**config.mk**
```make
export PLATFORM = sky130hd
export DESIGN_NAME = midpoint_circle_generator_top
export DESIGN_NICKNAME = d
export VERILOG_FILES = /design/src/rtl/mcg_pkg.sv /design/src/rtl/midpoint_circle_generator_top.sv /design/src/rtl/mcg_alu.sv
export SDC_FILE = /design/constraint.sdc
export NUM_CORES = 1
export LEC_CHECK = 0
export BUFFER_PORTS_ARGS = -buffer_cell sky130_fd_sc_hd__buf_2
export CAP_MARGIN = 20
export CORE_ASPECT_RATIO = 1.75
export CORE_UTILIZATION = 43
export CTS_CLUSTER_DIAMETER = 40
export DETAILED_ROUTE_END_ITERATION = 6
export HOLD_SLACK_MARGIN = 0.06
export SLEW_MARGIN = 40
export SYNTH_ARGS = -nofsm -noshare
export SYNTH_HDL_FRONTEND = slang
export SYNTH_SLANG_ARGS = --single-unit
```
**constraint.sdc**
```tcl
create_clock -name clock -period 10.4 [get_ports clock]
set_input_delay 3.12 -clock clock [delete_from_list [all_inputs] [get_ports clock]]
set_output_delay 3.12 -clock clock [all_outputs]
set_load 0.005 [all_outputs]
```
**src/rtl/mcg_pkg.sv**
```systemverilog
`timescale 1ns / 1ps
// Package for the midpoint circle generator: widths, step constants, codes,
// the sequencer state type and the request type of the shared arithmetic unit.
// No dependencies.
package mcg_pkg;

   localparam int COORD_BITS = 10;

   localparam int CEN_W   = COORD_BITS + 1;       // centre coordinate
   localparam int OCT_W   = COORD_BITS + 1;       // octant point, signed
   localparam int DEC_W   = COORD_BITS + 6;       // decision variable, signed
   localparam int PIX_W   = COORD_BITS + 2;       // plotted pixel, signed
   localparam int PROD_W  = 2 * COORD_BITS;       // one box product
   localparam int ALU_W   = 2 * COORD_BITS + 2;   // shared unit datapath
   localparam int REM_W   = COORD_BITS + 4;       // root and divide remainder
   localparam int ROOT_W  = COORD_BITS + 1;       // integer square root

   localparam int SQRT_STEPS = ALU_W / 2;
   localparam int DIV_STEPS  = PROD_W;
   localparam int CNT_W      = $clog2(DIV_STEPS);

   localparam int PIX_PER_STEP = 8;
   localparam int IDX_W        = $clog2(PIX_PER_STEP);

   localparam int DEC_INIT = 3;
   localparam int STEP_NEG = 6;
   localparam int STEP_POS = 10;

   localparam logic OP_START = 1'b0;
   localparam logic OP_STEP  = 1'b1;

   typedef enum logic [3:0] {
      ST_IDLE,
      ST_MUL_WW,
      ST_MUL_HH,
      ST_SUM,
      ST_MUL_WH,
      ST_SQRT,
      ST_DIV,
      ST_INIT,
      ST_EMIT
   } state_type;

   typedef enum logic [1:0] {
      ALU_ADD,
      ALU_SUB,
      ALU_MUL
   } alu_op_type;

   typedef struct packed {
      alu_op_type              op;
      logic signed [ALU_W-1:0] a;
      logic signed [ALU_W-1:0] b;
   } alu_req_type;

endpackage

```
**src/rtl/midpoint_circle_generator_top.sv**
```systemverilog
`timescale 1ns / 1ps
// Top level of the midpoint circle generator: request sequencer, circle state
// and registered result port. Uses mcg_pkg and the shared unit mcg_alu.
//
// A request is taken when start is high and busy is low. A start request
// (op 0) latches the centre and computes the radius of the circle inscribed in
// the rhombus of the box; it returns nothing and keeps busy high through the
// three products and the sum, 11 square-root iterations, 20 divide iterations
// and the seeding of the decision term, or for a single cycle when the width
// or the height is zero. A step request (op 1) returns the eight mirrored
// pixels of the current point on consecutive cycles, through the emit state
// and then the result register, and keeps busy high while emitting, so a new
// step is taken only once busy drops. A step with no circle in progress,
// or once the point has passed the diagonal, returns one done result in the
// cycle after acceptance and does not raise busy. All of this work runs
// through one adder/multiplier unit under the sequencer, one operation per
// cycle, which sets how long busy stays high. Results carry rsp_strobe for
// exactly one cycle; the receiver cannot hold them off and must take each one
// when it appears. Pixels are not clipped and wrap in 12-bit two's complement.
module midpoint_circle_generator_top
   import mcg_pkg::*;
(
   input  logic                    clock,
   input  logic                    reset,
   input  logic                    start,
   output logic                    busy,
   input  logic                    req_op,
   input  logic [COORD_BITS-1:0]   req_corner_x,
   input  logic [COORD_BITS-1:0]   req_corner_y,
   input  logic [COORD_BITS-1:0]   req_box_width,
   input  logic [COORD_BITS-1:0]   req_box_height,
   output logic                    rsp_strobe,
   output logic signed [PIX_W-1:0] rsp_pixel_x,
   output logic signed [PIX_W-1:0] rsp_pixel_y,
   output logic                    rsp_last_of_step,
   output logic                    rsp_done_res
);

   // Sequencer state.
   state_type state_ff, state_in;
   logic [CNT_W-1:0] cnt_ff, cnt_in;
   logic [IDX_W-1:0] idx_ff, idx_in;

   // Circle state.
   logic [CEN_W-1:0]        centre_x_ff, centre_x_in;
   logic [CEN_W-1:0]        centre_y_ff, centre_y_in;
   logic signed [OCT_W-1:0] x_ff, x_in;
   logic signed [OCT_W-1:0] y_ff, y_in;
   logic signed [DEC_W-1:0] decision_ff, decision_in;
   logic                    drawing_ff, drawing_in;

   // Working registers for the radius and the point update.
   logic [COORD_BITS-1:0]   w_ff, w_in;
   logic [COORD_BITS-1:0]   h_ff, h_in;
   logic                    degen_ff, degen_in;
   logic signed [ALU_W-1:0] acc_ff, acc_in;
   logic signed [ALU_W-1:0] tmp_ff, tmp_in;
   logic [PROD_W-1:0]       q_ff, q_in;
   logic [REM_W-1:0]        rem_ff, rem_in;
   logic [ROOT_W-1:0]       root_ff, root_in;
   logic                    neg_ff, neg_in;
   logic signed [OCT_W-1:0] x_next_ff, x_next_in;
   logic signed [OCT_W-1:0] y_next_ff, y_next_in;

   // Result register.
   logic                    rsp_strobe_ff, rsp_strobe_in;
   logic signed [PIX_W-1:0] rsp_pixel_x_ff, rsp_pixel_x_in;
   logic signed [PIX_W-1:0] rsp_pixel_y_ff, rsp_pixel_y_in;
   logic                    rsp_last_ff, rsp_last_in;
   logic                    rsp_done_ff, rsp_done_in;

   alu_req_type             alu_req;
   logic signed [ALU_W-1:0] alu_res;

   logic [REM_W-1:0]  rem_shift;
   logic [REM_W-1:0]  trial;
   logic [OCT_W-1:0]  r_src;
   logic [PIX_W-1:0]  cen_x_pix, cen_y_pix, ox_pix, oy_pix;
   logic [PIX_W-1:0]  dx_src, dy_src;
   logic              dx_neg, dy_neg;
   logic              done_cond;

   mcg_alu u_alu (
      .alu_req (alu_req),
      .alu_res (alu_res)
   );

   assign busy             = (state_ff != ST_IDLE);
   assign rsp_strobe       = rsp_strobe_ff;
   assign rsp_pixel_x      = rsp_pixel_x_ff;
   assign rsp_pixel_y      = rsp_pixel_y_ff;
   assign rsp_last_of_step = rsp_last_ff;
   assign rsp_done_res     = rsp_done_ff;

   assign cen_x_pix = PIX_W'(centre_x_ff);
   assign cen_y_pix = PIX_W'(centre_y_ff);
   assign ox_pix    = PIX_W'(x_ff);
   assign oy_pix    = PIX_W'(y_ff);
   assign r_src     = degen_ff ? '0 : q_ff[OCT_W-1:0];

   // The eight mirrored pixels of one point, in emission order.
   always_comb begin
      case (idx_ff)
         3'd0:    begin dx_src = ox_pix; dx_neg = 1'b0; dy_src = oy_pix; dy_neg = 1'b0; end
         3'd1:    begin dx_src = oy_pix; dx_neg = 1'b0; dy_src = ox_pix; dy_neg = 1'b0; end
         3'd2:    begin dx_src = oy_pix; dx_neg = 1'b1; dy_src = ox_pix; dy_neg = 1'b0; end
         3'd3:    begin dx_src = ox_pix; dx_neg = 1'b1; dy_src = oy_pix; dy_neg = 1'b0; end
         3'd4:    begin dx_src = ox_pix; dx_neg = 1'b1; dy_src = oy_pix; dy_neg = 1'b1; end
         3'd5:    begin dx_src = oy_pix; dx_neg = 1'b1; dy_src = ox_pix; dy_neg = 1'b1; end
         3'd6:    begin dx_src = ox_pix; dx_neg = 1'b0; dy_src = oy_pix; dy_neg = 1'b1; end
         default: begin dx_src = oy_pix; dx_neg = 1'b0; dy_src = ox_pix; dy_neg = 1'b1; end
      endcase
   end

   always_ff @(posedge clock) begin
      if (reset) begin
         state_ff      <= ST_IDLE;
         cnt_ff        <= '0;
         idx_ff        <= '0;
         drawing_ff    <= 1'b0;
         centre_x_ff   <= '0;
         centre_y_ff   <= '0;
         x_ff          <= '0;
         y_ff          <= '0;
         decision_ff   <= '0;
         rsp_strobe_ff <= 1'b0;
      end else begin
         state_ff      <= state_in;
         cnt_ff        <= cnt_in;
         idx_ff        <= idx_in;
         drawing_ff    <= drawing_in;
         centre_x_ff   <= centre_x_in;
         centre_y_ff   <= centre_y_in;
         x_ff          <= x_in;
         y_ff          <= y_in;
         decision_ff   <= decision_in;
         rsp_strobe_ff <= rsp_strobe_in;
      end
   end

   always_ff @(posedge clock) begin
      w_ff           <= w_in;
      h_ff           <= h_in;
      degen_ff       <= degen_in;
      acc_ff         <= acc_in;
      tmp_ff         <= tmp_in;
      q_ff           <= q_in;
      rem_ff         <= rem_in;
      root_ff        <= root_in;
      neg_ff         <= neg_in;
      x_next_ff      <= x_next_in;
      y_next_ff      <= y_next_in;
      rsp_pixel_x_ff <= rsp_pixel_x_in;
      rsp_pixel_y_ff <= rsp_pixel_y_in;
      rsp_last_ff    <= rsp_last_in;
      rsp_done_ff    <= rsp_done_in;
   end

   always_comb begin
      state_in       = state_ff;
      cnt_in         = cnt_ff;
      idx_in         = idx_ff;
      drawing_in     = drawing_ff;
      centre_x_in    = centre_x_ff;
      centre_y_in    = centre_y_ff;
      x_in           = x_ff;
      y_in           = y_ff;
      decision_in    = decision_ff;
      w_in           = w_ff;
      h_in           = h_ff;
      degen_in       = degen_ff;
      acc_in         = acc_ff;
      tmp_in         = tmp_ff;
      q_in           = q_ff;
      rem_in         = rem_ff;
      root_in        = root_ff;
      neg_in         = neg_ff;
      x_next_in      = x_next_ff;
      y_next_in      = y_next_ff;
      rsp_strobe_in  = 1'b0;
      rsp_pixel_x_in = rsp_pixel_x_ff;
      rsp_pixel_y_in = rsp_pixel_y_ff;
      rsp_last_in    = 1'b0;
      rsp_done_in    = 1'b0;
      rem_shift      = '0;
      trial          = '0;

      // While idle the unit forms y - x; a negative result means the point
      // has crossed the diagonal.
      alu_req.op = ALU_SUB;
      alu_req.a  = ALU_W'(y_ff);
      alu_req.b  = ALU_W'(x_ff);
      done_cond  = !drawing_ff || alu_res[ALU_W-1];

      unique case (state_ff)
         ST_IDLE: begin
            if (start) begin
               if (req_op == OP_START) begin
                  w_in        = req_box_width;
                  h_in        = req_box_height;
                  centre_x_in = CEN_W'(req_corner_x) + CEN_W'(req_box_width >> 1);
                  centre_y_in = CEN_W'(req_corner_y) + CEN_W'(req_box_height >> 1);
                  x_in        = '0;
                  drawing_in  = 1'b1;
                  degen_in    = (req_box_width == '0) || (req_box_height == '0);
                  state_in    = degen_in ? ST_INIT : ST_MUL_WW;
               end else if (done_cond) begin
                  rsp_strobe_in  = 1'b1;
                  rsp_done_in    = 1'b1;
                  rsp_pixel_x_in = '0;
                  rsp_pixel_y_in = '0;
                  drawing_in     = 1'b0;
               end else begin
                  idx_in   = '0;
                  state_in = ST_EMIT;
               end
            end
         end

         ST_MUL_WW: begin
            alu_req.op = ALU_MUL;
            alu_req.a  = ALU_W'(w_ff);
            alu_req.b  = ALU_W'(w_ff);
            acc_in     = alu_res;
            state_in   = ST_MUL_HH;
         end

         ST_MUL_HH: begin
            alu_req.op = ALU_MUL;
            alu_req.a  = ALU_W'(h_ff);
            alu_req.b  = ALU_W'(h_ff);
            tmp_in     = alu_res;
            state_in   = ST_SUM;
         end

         ST_SUM: begin
            alu_req.op = ALU_ADD;
            alu_req.a  = acc_ff;
            alu_req.b  = tmp_ff;
            acc_in     = alu_res;
            state_in   = ST_MUL_WH;
         end

         ST_MUL_WH: begin
            alu_req.op = ALU_MUL;
            alu_req.a  = ALU_W'(w_ff);
            alu_req.b  = ALU_W'(h_ff);
            q_in       = alu_res[PROD_W-1:0];
            rem_in     = '0;
            root_in    = '0;
            cnt_in     = '0;
            state_in   = ST_SQRT;
         end

         // Digit-by-digit square root, two radicand bits per cycle.
         ST_SQRT: begin
            rem_shift  = {rem_ff[REM_W-3:0], acc_ff[ALU_W-1 -: 2]};
            trial      = REM_W'({root_ff, 2'b01});
            alu_req.op = ALU_SUB;
            alu_req.a  = ALU_W'(rem_shift);
            alu_req.b  = ALU_W'(trial);
            acc_in     = acc_ff <<< 2;
            if (alu_res[ALU_W-1]) begin
               rem_in  = rem_shift;
               root_in = {root_ff[ROOT_W-2:0], 1'b0};
            end else begin
               rem_in  = alu_res[REM_W-1:0];
               root_in = {root_ff[ROOT_W-2:0], 1'b1};
            end
            cnt_in = cnt_ff + 1'b1;
            if (cnt_ff == CNT_W'(SQRT_STEPS - 1)) begin
               rem_in   = '0;
               cnt_in   = '0;
               state_in = ST_DIV;
            end
         end

         // Restoring divide of w*h by twice the root, one quotient bit a cycle.
         ST_DIV: begin
            rem_shift  = {rem_ff[REM_W-2:0], q_ff[PROD_W-1]};
            alu_req.op = ALU_SUB;
            alu_req.a  = ALU_W'(rem_shift);
            alu_req.b  = ALU_W'({root_ff, 1'b0});
            if (alu_res[ALU_W-1]) begin
               rem_in = rem_shift;
               q_in   = {q_ff[PROD_W-2:0], 1'b0};
            end else begin
               rem_in = alu_res[REM_W-1:0];
               q_in   = {q_ff[PROD_W-2:0], 1'b1};
            end
            cnt_in = cnt_ff + 1'b1;
            if (cnt_ff == CNT_W'(DIV_STEPS - 1)) begin
               cnt_in   = '0;
               state_in = ST_INIT;
            end
         end

         ST_INIT: begin
            alu_req.op  = ALU_SUB;
            alu_req.a   = ALU_W'(DEC_INIT);
            alu_req.b   = ALU_W'({r_src, 1'b0});
            y_in        = r_src;
            decision_in = alu_res[DEC_W-1:0];
            state_in    = ST_IDLE;
         end

         // One pixel per cycle; the point update is spread over the same cycles
         // and is committed with the eighth pixel.
         ST_EMIT: begin
            rsp_strobe_in  = 1'b1;
            rsp_pixel_x_in = dx_neg ? cen_x_pix - dx_src : cen_x_pix + dx_src;
            rsp_pixel_y_in = dy_neg ? cen_y_pix - dy_src : cen_y_pix + dy_src;
            rsp_last_in    = (idx_ff == IDX_W'(PIX_PER_STEP - 1));
            idx_in         = idx_ff + 1'b1;
            case (idx_ff)
               3'd0: begin
                  neg_in     = decision_ff[DEC_W-1];
                  alu_req.op = ALU_ADD;
                  alu_req.a  = ALU_W'(x_ff) <<< 2;
                  alu_req.b  = decision_ff[DEC_W-1] ? ALU_W'(STEP_NEG) : ALU_W'(STEP_POS);
                  tmp_in     = alu_res;
               end
               3'd1: begin
                  alu_req.op = ALU_SUB;
                  alu_req.a  = tmp_ff;
                  alu_req.b  = neg_ff ? '0 : (ALU_W'(y_ff) <<< 2);
                  tmp_in     = alu_res;
               end
               3'd2: begin
                  alu_req.op  = ALU_ADD;
                  alu_req.a   = ALU_W'(decision_ff);
                  alu_req.b   = tmp_ff;
                  decision_in = alu_res[DEC_W-1:0];
               end
               3'd3: begin
                  alu_req.op = ALU_SUB;
                  alu_req.a  = ALU_W'(y_ff);
                  alu_req.b  = neg_ff ? '0 : ALU_W'(1);
                  y_next_in  = alu_res[OCT_W-1:0];
               end
               3'd4: begin
                  alu_req.op = ALU_ADD;
                  alu_req.a  = ALU_W'(x_ff);
                  alu_req.b  = ALU_W'(1);
                  x_next_in  = alu_res[OCT_W-1:0];
               end
               default: begin
               end
            endcase
            if (idx_ff == IDX_W'(PIX_PER_STEP - 1)) begin
               x_in     = x_next_ff;
               y_in     = y_next_ff;
               state_in = ST_IDLE;
            end
         end

         default: begin
            state_in = ST_IDLE;
         end
      endcase
   end

   // Every cycle spent emitting is followed by a pixel on the result port.
   assert property (@(posedge clock) disable iff (reset)
      (state_ff == ST_EMIT) |=> (rsp_strobe && !rsp_done_res))
      else $error("pixel cycle did not produce a strobed pixel");

   // A start request always occupies the sequencer for at least a cycle.
   assert property (@(posedge clock) disable iff (reset)
      (start && !busy && (req_op == OP_START)) |=> busy)
      else $error("start request did not raise busy");

   // The last-of-step mark only rides on a pixel result.
   assert property (@(posedge clock) disable iff (reset)
      rsp_last_of_step |-> (rsp_strobe && !rsp_done_res && $past(state_ff == ST_EMIT)))
      else $error("last mark outside a pixel result");

   // A done result always leaves no circle in progress.
   assert property (@(posedge clock) disable iff (reset)
      (rsp_strobe && rsp_done_res) |-> !drawing_ff)
      else $error("done result while a circle is still active");

   // The divide remainder stays below the divisor.
   assert property (@(posedge clock) disable iff (reset)
      (state_ff == ST_DIV) |-> (rem_ff < REM_W'({root_ff, 1'b0})))
      else $error("divide remainder out of range");

endmodule

```
**src/rtl/mcg_alu.sv**
```systemverilog
`timescale 1ns / 1ps
// Shared arithmetic unit of the circle generator: add, subtract, or a
// narrow unsigned multiply of the low coordinate bits. Uses mcg_pkg.
module mcg_alu
   import mcg_pkg::*;
(
   input  alu_req_type             alu_req,
   output logic signed [ALU_W-1:0] alu_res
);

   logic [PROD_W-1:0] prod;

   assign prod = alu_req.a[COORD_BITS-1:0] * alu_req.b[COORD_BITS-1:0];

   always_comb begin
      unique case (alu_req.op)
         ALU_ADD: alu_res = alu_req.a + alu_req.b;
         ALU_SUB: alu_res = alu_req.a - alu_req.b;
         ALU_MUL: alu_res = ALU_W'(prod);
         default: alu_res = '0;
      endcase
   end

endmodule
```
=== Yosys cells after proc, flatten, opt, wreduce, memory -nomap -nowiden ===
Index checks and enable logic that the tools add are counted.

* $add $sub $neg: 10
* $mul: 1
* Equality and inequality tests: 31
* Multiplexer cells: 57
* Bitwise operators: 1
* Reductions and logical operators: 33

{| class="wikitable"
|+ Operators by type and width
! cell !! number
|-
| $pmux 46 s8 || 1
|-
| $pmux 45 s5 || 1
|-
| $pmux 22 s2 || 2
|-
| $mux 12 || 7
|-
| $pmux 11 s2 || 3
|-
| $pmux 22 s3 || 1
|-
| $mux 11 || 5
|-
| $pmux 12 s2 || 2
|-
| $mux 22 || 2
|-
| $pmux 20 s2 || 1
|-
| $mux 13 || 3
|-
| $pmux 13 s3 || 1
|-
| $pmux 16 s2 || 1
|-
| $pmux 4 s8 || 1
|-
| $mux 4 || 7
|-
| $add 11x12->12 || 2
|-
| $sub 11x12->12 || 2
|-
| $add 10x9->11 || 2
|-
| $add 22x22->22 || 1
|-
| $sub 22x22->22 || 1
|-
| $logic_not 10->1 || 2
|-
| $mul 10x10->20 || 1
|-
| $ne 2x2->1 const B || 9
|-
| $eq 4x3->1 const B || 4
|-
| other kinds (36) || 71
|}

* Register bits after elaboration: 232
* Output and inout bits: 28
* Word-level logic and storage cells: 158

=== Depth between registers and ports, before layout ===
Gate-level depths: netlist of the first run.

* Depth after elaboration: 10
* Gate-level depth with buffers: 35
* Depth with buffers taken out: 32

=== Modules after synthesis ===
Synthesis of the first run repeated with hierarchy kept, for this count alone.

* Cells, all modules: 1954
* Area, all modules: 18114.9 sq um

{| class="wikitable"
|+ By module, submodules not included
! module !! times used !! cells an instance !! area each (sq um)
|-
| midpoint_circle_generator_top || 1 || 1338 || 13202.7
|-
| mcg_alu || 1 || 616 || 4912.2
|}

=== Worst setup path after synthesis of the first run ===
Ideal clock, no wire load.

* Path type: register to register
* Start: register idx_ff[2]
* End: register q_ff[19], data pin
* Setup time: 270 ps
* Arrival: 6951 ps
* Slack: 3179 ps
* Stages on the path, launching flop included: 28
* Period minus slack after synthesis: 7221 ps
* Cell sequence: dfxtp_1 clkbuf_1 buf_2 inv_1 ha_1 nor2_1 and2_0 buf_2 o21ai_0 o211ai_1 nand2_1 or2_2 fa_1 inv_1 fa_1 ha_1 fa_1 inv_1 fa_1 inv_1 ha_1 nor3_1 a21oi_1 a2111oi_0 o31ai_1 xnor2_1 a21oi_1 a21oi_1

* Word-level cells in the longest chain between the ends: 6

{| class="wikitable"
|+ Ends and longest elaborated chain
! item !! line !! source
|-
| start: declaration || midpoint_circle_generator_top.sv:42 || <nowiki>logic [IDX_W-1:0] idx_ff, idx_in;</nowiki>
|-
| start signal: assignment || midpoint_circle_generator_top.sv:130 || <nowiki>idx_ff <= idx_in;</nowiki>
|-
| $eq 3x3->1, or another cell as far along || midpoint_circle_generator_top.sv:315 || <nowiki>case (idx_ff)</nowiki>
|-
| $pmux 45 s5 (*) || midpoint_circle_generator_top.sv:315 ||
|-
| $pmux 46 s8 (*) || midpoint_circle_generator_top.sv:195 || <nowiki>unique case (state_ff)</nowiki>
|-
| $mul 10x10->20, or another cell as far along || mcg_alu.sv:13 || <nowiki>assign prod = alu_req.a[COORD_BITS-1:0] * alu_req.b[COORD_BITS-1:0];</nowiki>
|-
| $pmux 22 s3 (*) || mcg_alu.sv:16 || <nowiki>unique case (alu_req.op)</nowiki>
|-
| $pmux 20 s2 (*) || midpoint_circle_generator_top.sv:195 ||
|-
| net q_in[19] || midpoint_circle_generator_top.sv:58 || <nowiki>logic [PROD_W-1:0] q_ff, q_in;</nowiki>
|-
| end signal: assignment || midpoint_circle_generator_top.sv:147 || <nowiki>q_ff <= q_in;</nowiki>
|-
| end: declaration || midpoint_circle_generator_top.sv:58 ||
|}

The timed path passes the listed nets; every way through them passes the cells marked *.
A chain may end at the register's enable or synchronous reset.

=== Worst setup path after layout of the first run ===
* Start: register state_ff[1]
* End: register q_ff[17], data pin

* Word-level cells in the longest chain between the ends: 5

{| class="wikitable"
|+ Ends and longest elaborated chain
! item !! line !! source
|-
| start: declaration || midpoint_circle_generator_top.sv:40 || <nowiki>state_type state_ff, state_in;</nowiki>
|-
| start signal: assignment || midpoint_circle_generator_top.sv:128 || <nowiki>state_ff <= state_in;</nowiki>
|-
| $eq 4x4->1, or another cell as far along || midpoint_circle_generator_top.sv:195 ||
|-
| $pmux 46 s8 || midpoint_circle_generator_top.sv:195 ||
|-
| $mul 10x10->20, or another cell as far along || mcg_alu.sv:13 ||
|-
| $pmux 22 s3 || mcg_alu.sv:16 ||
|-
| $pmux 20 s2 (*) || midpoint_circle_generator_top.sv:195 ||
|-
| net q_in[17] || midpoint_circle_generator_top.sv:58 ||
|}

Marked as above.

==> results of run 1 <==
[sequential cells by signal, indices dropped and copies added, names as in the netlist, 3 cells and up]
| name | flops |
|---|---|
| acc_ff | 22 |
| centre_x_ff | 11 |
| centre_y_ff | 11 |
| cnt_ff | 5 |
| decision_ff | 16 |
| h_ff | 10 |
| idx_ff | 3 |
| q_ff | 20 |
| rem_ff | 13 |
| root_ff | 11 |
| rsp_pixel_x | 12 |
| rsp_pixel_y | 12 |
| state_ff | 4 |
| tmp_ff | 22 |
| w_ff | 10 |
| x_ff | 11 |
| x_next_ff | 11 |
| y_ff | 11 |
| y_next_ff | 11 |
[area by class of cell]
cell class,instances,area (um^2)
tap,566,708.2
sequential,232,6210
inverter,172,645.6
multi-input combinational,1604,11520
clock buffer,35,799.5
antenna,1,2.502
fill,4212,22210
clock inverter,21,262.8
timing repair buffer,140,860.8
[kinds of logic (layout without fill, tap and decap cells)]
| family | count (synthesis) | after routing |
|---|---|---|
| simple gates | 691 | 691 |
| compound gates | 580 | 580 |
| buf+inv | 293 | 368 |
| flops | 232 | 232 |
| fa+ha+maj | 195 | 195 |
| xor+xnor | 91 | 91 |
| mux | 47 | 47 |
| other cells | 0 | 1 |
[metal layers]
layer | track usage | vias to the layer above | share of wire
met5 | 0 | - | 0.00017
met4 | 0.3140 | 2 | 0.11
met3 | 0.04218 | 241 | 0.049
met2 | 0.6181 | 684 | 0.51
met1 | 0.3465 | 8297 | 0.34
li1 | - | 7719 | -
[placed cells by master, fill, tap and decap left out, types with 22 or more instances in the layout]
cell	Yosys	routed
o21ai_0	100	92
a21o_1	23	23
a221oi_1	37	36
nor3b_1	23	22
and2_1	26	26
inv_1	171	171
fa_1	67	67
a22oi_1	57	57
nor2_1	209	207
buf_2	13	76
xnor2_1	57	56
edfxtp_1	156	156
nand2b_1	35	35
clkbuf_16	0	30
a211oi_1	42	39
ha_1	128	128
nor3_1	38	36
nand3_1	45	45
nand2_1	195	195
buf_4	7	64
dfxtp_1	76	75
a31oi_1	25	25
xor2_1	34	34
and3_1	22	22
a21oi_1	163	160
nor2b_1	33	29
mux2i_1	43	43
[per-stage QoR]
| stage | hold WS, ns | util |
|---|---|---|
| final | 0.4592 | 0.4861 |
| after detailed placement | 0.4536 | 0.4609 |
| after floorplan | 0.4362 | - |
| after global routing | 0.4715 | 0.4860 |
| after global placement | 0.4479 | 0.4597 |
| after CTS | 0.4626 | 0.4855 |
[worst max-delay path, delay by kind of cell, from the launching register on]
kind | cells | cell delay [ns]
compound gates | 8 | 2.99
fa+ha+maj | 6 | 2.46
buf+inv | 9 | 1.49
simple gates | 5 | 0.93
flops | 1 | 0.65
xor+xnor | 1 | 0.15
[worst min-delay path by stage]
stage,end,cells past startpoint,from,slack [ns]
2_1_floorplan,centre_x_ff[4]$_SDFFE_PP0P_,2,centre_x_ff[4]$_SDFFE_PP0P_,0.44
3_3_place_gp,centre_x_ff[3]$_SDFFE_PP0P_,2,centre_x_ff[3]$_SDFFE_PP0P_,0.45
3_5_place_dp,centre_x_ff[0]$_SDFFE_PP0P_,2,centre_x_ff[0]$_SDFFE_PP0P_,0.45
4_1_cts,centre_x_ff[0]$_SDFFE_PP0P_,2,centre_x_ff[0]$_SDFFE_PP0P_,0.46
5_1_grt,centre_x_ff[0]$_SDFFE_PP0P_,2,centre_x_ff[0]$_SDFFE_PP0P_,0.47
6_report,centre_x_ff[0]$_SDFFE_PP0P_,2,centre_x_ff[0]$_SDFFE_PP0P_,0.46
[power groups by stage]
stage / Combinational (mW) / Sequential [mW] / Clock [mW]
finish: 3.30 / 1.55 / 1.10
global route: 3.53 / 1.55 / 1.15
CTS: 3.23 / 1.54 / 1.12
detailed placement: 3.21 / 1.56 / 0
global placement: 3.18 / 1.56 / 0
floorplan: 1.96 / 1.45 / 0
==> summary.md, run 1 <==
| Metric | Value |
|---|---|
| Status | complete, no violations |
| FF-to-FF End | q_ff[17]$_DFFE_PN_ |
| Max-cap violations | 0 |
| Post-synth cell types | 87 |
| CTS tree | done |
| Leak pwr | 8.482 nW |
| Final net count | 2419 |
| Sequential share of the synthesized area | 0.3304 |
| Routed WL | 76.27 mm |
| Largest net degree at the start of global routing | 65 |
| WP data arrival | 9.31 ns |
| Slew HR | 0.3948 |
| Pwr Density | approximately 280 nW/um^2 |
| Worst Path Required | about 11 ns |
| Post-synthesis mux area share | 0.02531 |
| Cells after DPL | between 2000 and 3000 |
| Min setup slack post-route | between 1 and 1.5 ns |
| Chip width | approximately 160 um |
| Postcts setup bufs | 0 |
| Clock tree buffer depth | 3 |
| Initial antenna violation count | 3 |
| Synthesis-to-layout area growth | 11.83% |
| Largest family of logic cells by synthesized area | compound AO/OA/AOI/OAI gates |
| CP max FO | 34 |
| Die Ht | ~280 um |
| H-tree levels | 1 |
| Post-CTS Hold Fix Bufs | 0 |
| Post-synthesis cell count | around 2100 |
| Initial Util | 0.4347 |
| Maximum vdd ir drop | approximately 240 uV |
| Setup WS pre-CTS | ~1.3 ns |
| Final Cycle Share | 0.8641 |
| Final slew viol count | 0 |
| Setup TNS | 0 ns |
| Buffers on Ports | 71 |
| Total track usage | 0.3449 |
| Post-synth EDFFs | roughly 160 |
| Post-Synth Adder-Cell Area | 0.1567 |
| YS warnings | 0 |
| FFs w/ async S/R, synth | 0 |
| Logic pwr share | 0.555 |
| DP Area | about 20000 um^2 |
| Crit. End Element | flop |
| Clock-pin slew on the worst setup and hold paths | ~0.060 ns |
| Top_reg_cell synth | edfxtp_1 |
| Post-layout instance area | about 21000 um^2 |
| Syn nets | between 2000 and 2500 |
| Final non-filler cell total | approximately 2800 |
| Die area | between 40000 and 50000 um^2 |
| Post-synth top cells | 209 x nor2_1, 195 x nand2_1, 171 x inv_1, 163 x a21oi_1, 156 x edfxtp_1 |
| Post-Route Skew | just under 0.05 ns |
| Reg power frac | 0.260 |
| Internal power | slightly above 3 mW |
| Core area | about 43000 um^2 |
| Switch share | 0.4845 |
| IO Count | 72 |
| Num CTS Buffers | 30 |
| Initial DRC Count | around 1400 |
| Gpl congestion | slightly above 1 |
| Top cells by area, synth | edfxtp_1 25%, ha_1 8.5%, dfxtp_1 8.1%, fa_1 7.1%, a21oi_1 4.3% |
| Clock latency at the later pin of the worst-skew pair | 0.61 ns |
| RSZ-0062 raised after global routing | no |
| Final HPWL DP | about 59 mm |
| Antenna viol nets, final | 0 |
| Total number of vias | between 15000 and 20000 |
| Total power after layout | roughly 5.9 mW |
| Mean Syn Cell Area | between 8 and 9 um^2 |
| Min cycle time layout | between 8 and 9 ns |
| Final hold vios | 0 |
| Clock share of power | 0.184 |
| CP dominant cell by count | inv_1 |
| Post-Syn Area | about 19000 um^2 |
| Most common cell in the netlist | nor2_1 |
| Sw power | ~2.9 mW |
| FP Rows | between 100 and 150 |
| Critical path endpoint | q_ff[17]$_DFFE_PN_ |
| Reg2Reg Setup Slack | 1.41 ns |
| Register-to-Register Path Depth | 29 |
| DRT Pass-1 Iters | 6 |
| Max Freq | between 100 and 150 MHz |
| First-pass GRT wire length | 111.4 mm |
| Share of cells above drive strength 1 | 0.1116 |
| Hold Crit Class | reg -> reg |
| Post-cts resize count | 0 |
| XOR/XNOR Fraction of Synth Area | 0.04243 |
| Final setup viols | 0 |
| CTS Root Cell | clkbuf_16 |
| Sink Count | 232 |
| Critical Path Source Type | flop |
| Residual DRC count | 0 |
| Grt total ovfl | 0 |
| Biggest area consumer among synthesized cells | edfxtp_1 |
| Kind of critical path | reg -> reg |
| Post-synthesis compound-gate area fraction | 0.2043 |
| Vias in the first global route | between 15000 and 20000 |
| WL/cell | approximately 28 um |
| Actual slew at the worst max-slew pin | 0.9018 ns |
| Crit path from | state_ff[1]$_SDFFE_PP0P_ |
| Vias per inst | 6.114 |
| Worst r2r src | state_ff[1]$_SDFFE_PP0P_ |
| CP max stage delay | slightly below 0.7 ns |
| Post-Synth Simple-Gate Area | 0.1768 |
| Slowest stage cell, crit path | a221oi_1 |
| Synthesis-stage register bit count | about 230 |
| Post-synth top area share | 0.2494 |
Note: power is estimated with default switching activity, not from simulation.
==> run 2, diff against run 1 <==
CORE_MARGIN = 2   (was not set)
MAX_ROUTING_LAYER = met4   (was not set)
PLACE_DENSITY = 0.61   (was not set)
==> summary.md, run 2 (synthesized netlist as in run 1, its figures left out) <==
| Metric | Value |
|---|---|
| Cells after DPL | 2713 |
| # fillers | approximately 4300 |
| Clock tree buffer depth | 3 |
| Actual slew at the worst max-slew pin | slightly above 0.9 ns |
| Clock latency at the later pin of the worst-skew pair | between 0.5 and 0.6 ns |
| Clock-pin slew on the worst setup and hold paths | around 0.060 ns |
| Die Ht | approximately 280 um |
| Vias per inst | approximately 6.1 |
| Core area | around 43000 um^2 |
| Max Freq | roughly 110 MHz |
| Setup TNS | 0 ns |
| Final Cycle Share | 0.8645 |
| Most common cell after layout, fill and taps aside | nor2_1 |
| Status | finished, violations left |
| Initial Util | 0.4347 |
| Met3 Usage GRT | 0.03311 |
| Top flop regs | acc_ff (22), tmp_ff (22), q_ff (20) |
| Grt total ovfl | 0 |
| Hold slack | between 0.4 and 0.5 ns |
| CP max stage delay | around 0.66 ns |
| Post-cts resize count | 0 |
| Critical Path Source Type | flop |
| Max-cap violations | 0 |
| Top Usage Layer GRT | met2 |
| Pwr Density | 286.0 nW/um^2 |
| WL/cell | ~28 um |
| Final setup viols | 0 |
| H-tree levels | 2 |
| Final Core Density | 0.4899 |
| CTS Root Cell | clkbuf_16 |
| Postcts setup bufs | 0 |
| Final non-filler cell total | approximately 2800 |
| Residual DRC count | 18 |
| Final hold vios | 0 |
| Post-Route Skew | just over 0.04 ns |
| First-pass GRT wire length | about 110 mm |
| Share of cells above drive strength 1 | 0.1147 |
| Hold Crit Class | reg -> reg |
| Initial DRC Count | 1382 |
| RSZ-0062 raised after global routing | no |
| Antenna viol nets, final | 0 |
| Vias in the first global route | between 15000 and 20000 |
| Post-CTS Hold Fix Bufs | 0 |
| Worst Path Required | approximately 11 ns |
| Num CTS Buffers | 36 |
| Buffers on Ports | 71 |
| # diodes | 0 |
| Die area | ~45000 um^2 |
| Slowest stage cell, crit path | ha_1 |
| Gpl congestion | ~1 |
| CP dominant cell by count | fa_1 |
| CTS tree | done |
| WP data arrival | ~9.3 ns |
| Final slew viol count | 0 |
| Met2 usage | 0.6206 |
| Min cycle time layout | about 9 ns |
| Met1 Use GR | 0.3398 |
| Failing checks | DRC |
| Final HPWL DP | roughly 61 mm |
| Crit. End Element | flop |
| Chip width | 162 um |
| Total track usage | 0.3519 |
| Leak pwr | about 8.6 nW |
| Total number of vias | around 17000 |
| Kind of critical path | reg -> reg |
| Total power after layout | roughly 6.1 mW |
| Maximum vdd ir drop | 220.4 uV |
| Synthesis-to-layout area growth | 12.70% |
| Routed WL | 77.92 mm |
| Crit path max-delay family | adder cells |
| Most frequent cells in the layout | 206 x nor2_1, 195 x nand2_1, 171 x inv_1 |
| Worst Path Buf+Inv | 4 |
| CP max FO | 12 |
| Initial antenna violation count | 1 |
| Slew HR | 0.3845 |
| IO Count | a little over 70 |
| FP Rows | ~100 |
| Final net count | 2425 |
| DRT Pass-1 Iters | 7 |
| Largest net degree at the start of global routing | between 50 and 60 |
| Sink Count | 232 |
-- run 2: through the flow --
stage | setup WS [ns] | area [um^2]
after floorplan | 3.179 | 18790
after global placement | 1.440 | 19890
after detailed placement | 1.480 | 19940
after CTS | 1.417 | 21160
after global routing | 0.9389 | 21170
final | 1.409 | 21170
-- run 2: final timing paths --
| path | from | endpoint | slack [ns] | cells after the start |
|---|---|---|---|---|
| worst max register to register | idx_ff[0]$_SDFFE_PP0P_ | q_ff[16]$_DFFE_PN_ | 1.41 | 27 |
| worst min register to register | centre_x_ff[0]$_SDFFE_PP0P_ | centre_x_ff[0]$_SDFFE_PP0P_ | 0.46 | 2 |
| worst min-delay path | centre_x_ff[0]$_SDFFE_PP0P_ | centre_x_ff[0]$_SDFFE_PP0P_ | 0.46 | 2 |
| worst max-delay path | idx_ff[0]$_SDFFE_PP0P_ | q_ff[16]$_DFFE_PN_ | 1.41 | 27 |
-- run 2: layout make-up --
cell class | count | area, um^2 | area share
Clock buffer | 40 | 968.4 | 0.04574
Clock inverter | 26 | 247.7 | 0.01170
Inverter | 172 | 645.6 | 0.03049
Multi-Input combinational cell | 1604 | 11520 | 0.5441
Sequential cell | 232 | 6207 | 0.2932
Tap cell | 566 | 708.2 | 0.03345
Timing Repair Buffer | 140 | 874.6 | 0.04131
-- run 2: tightest hold or removal path, stage by stage, from the launching register on --
cell and delay, ns:
dfxtp_1 0.31, nand2_1 0.05, a21oi_1 0.06
-- run 2: report_power, final --
group          internal, mW  switching (mW)  leakage [nW]
clock                 0.736           0.491         0.591
sequential             1.37           0.169          2.00
combinational          1.06            2.23          5.98
-- run 2: per-layer routing --
metal | up-vias | routed length [um]
met5 | - | 0
met4 | 0 | 8721
met3 | 270 | 3248
met2 | 638 | 39930
met1 | 8213 | 26020
li1 | 7711 | -
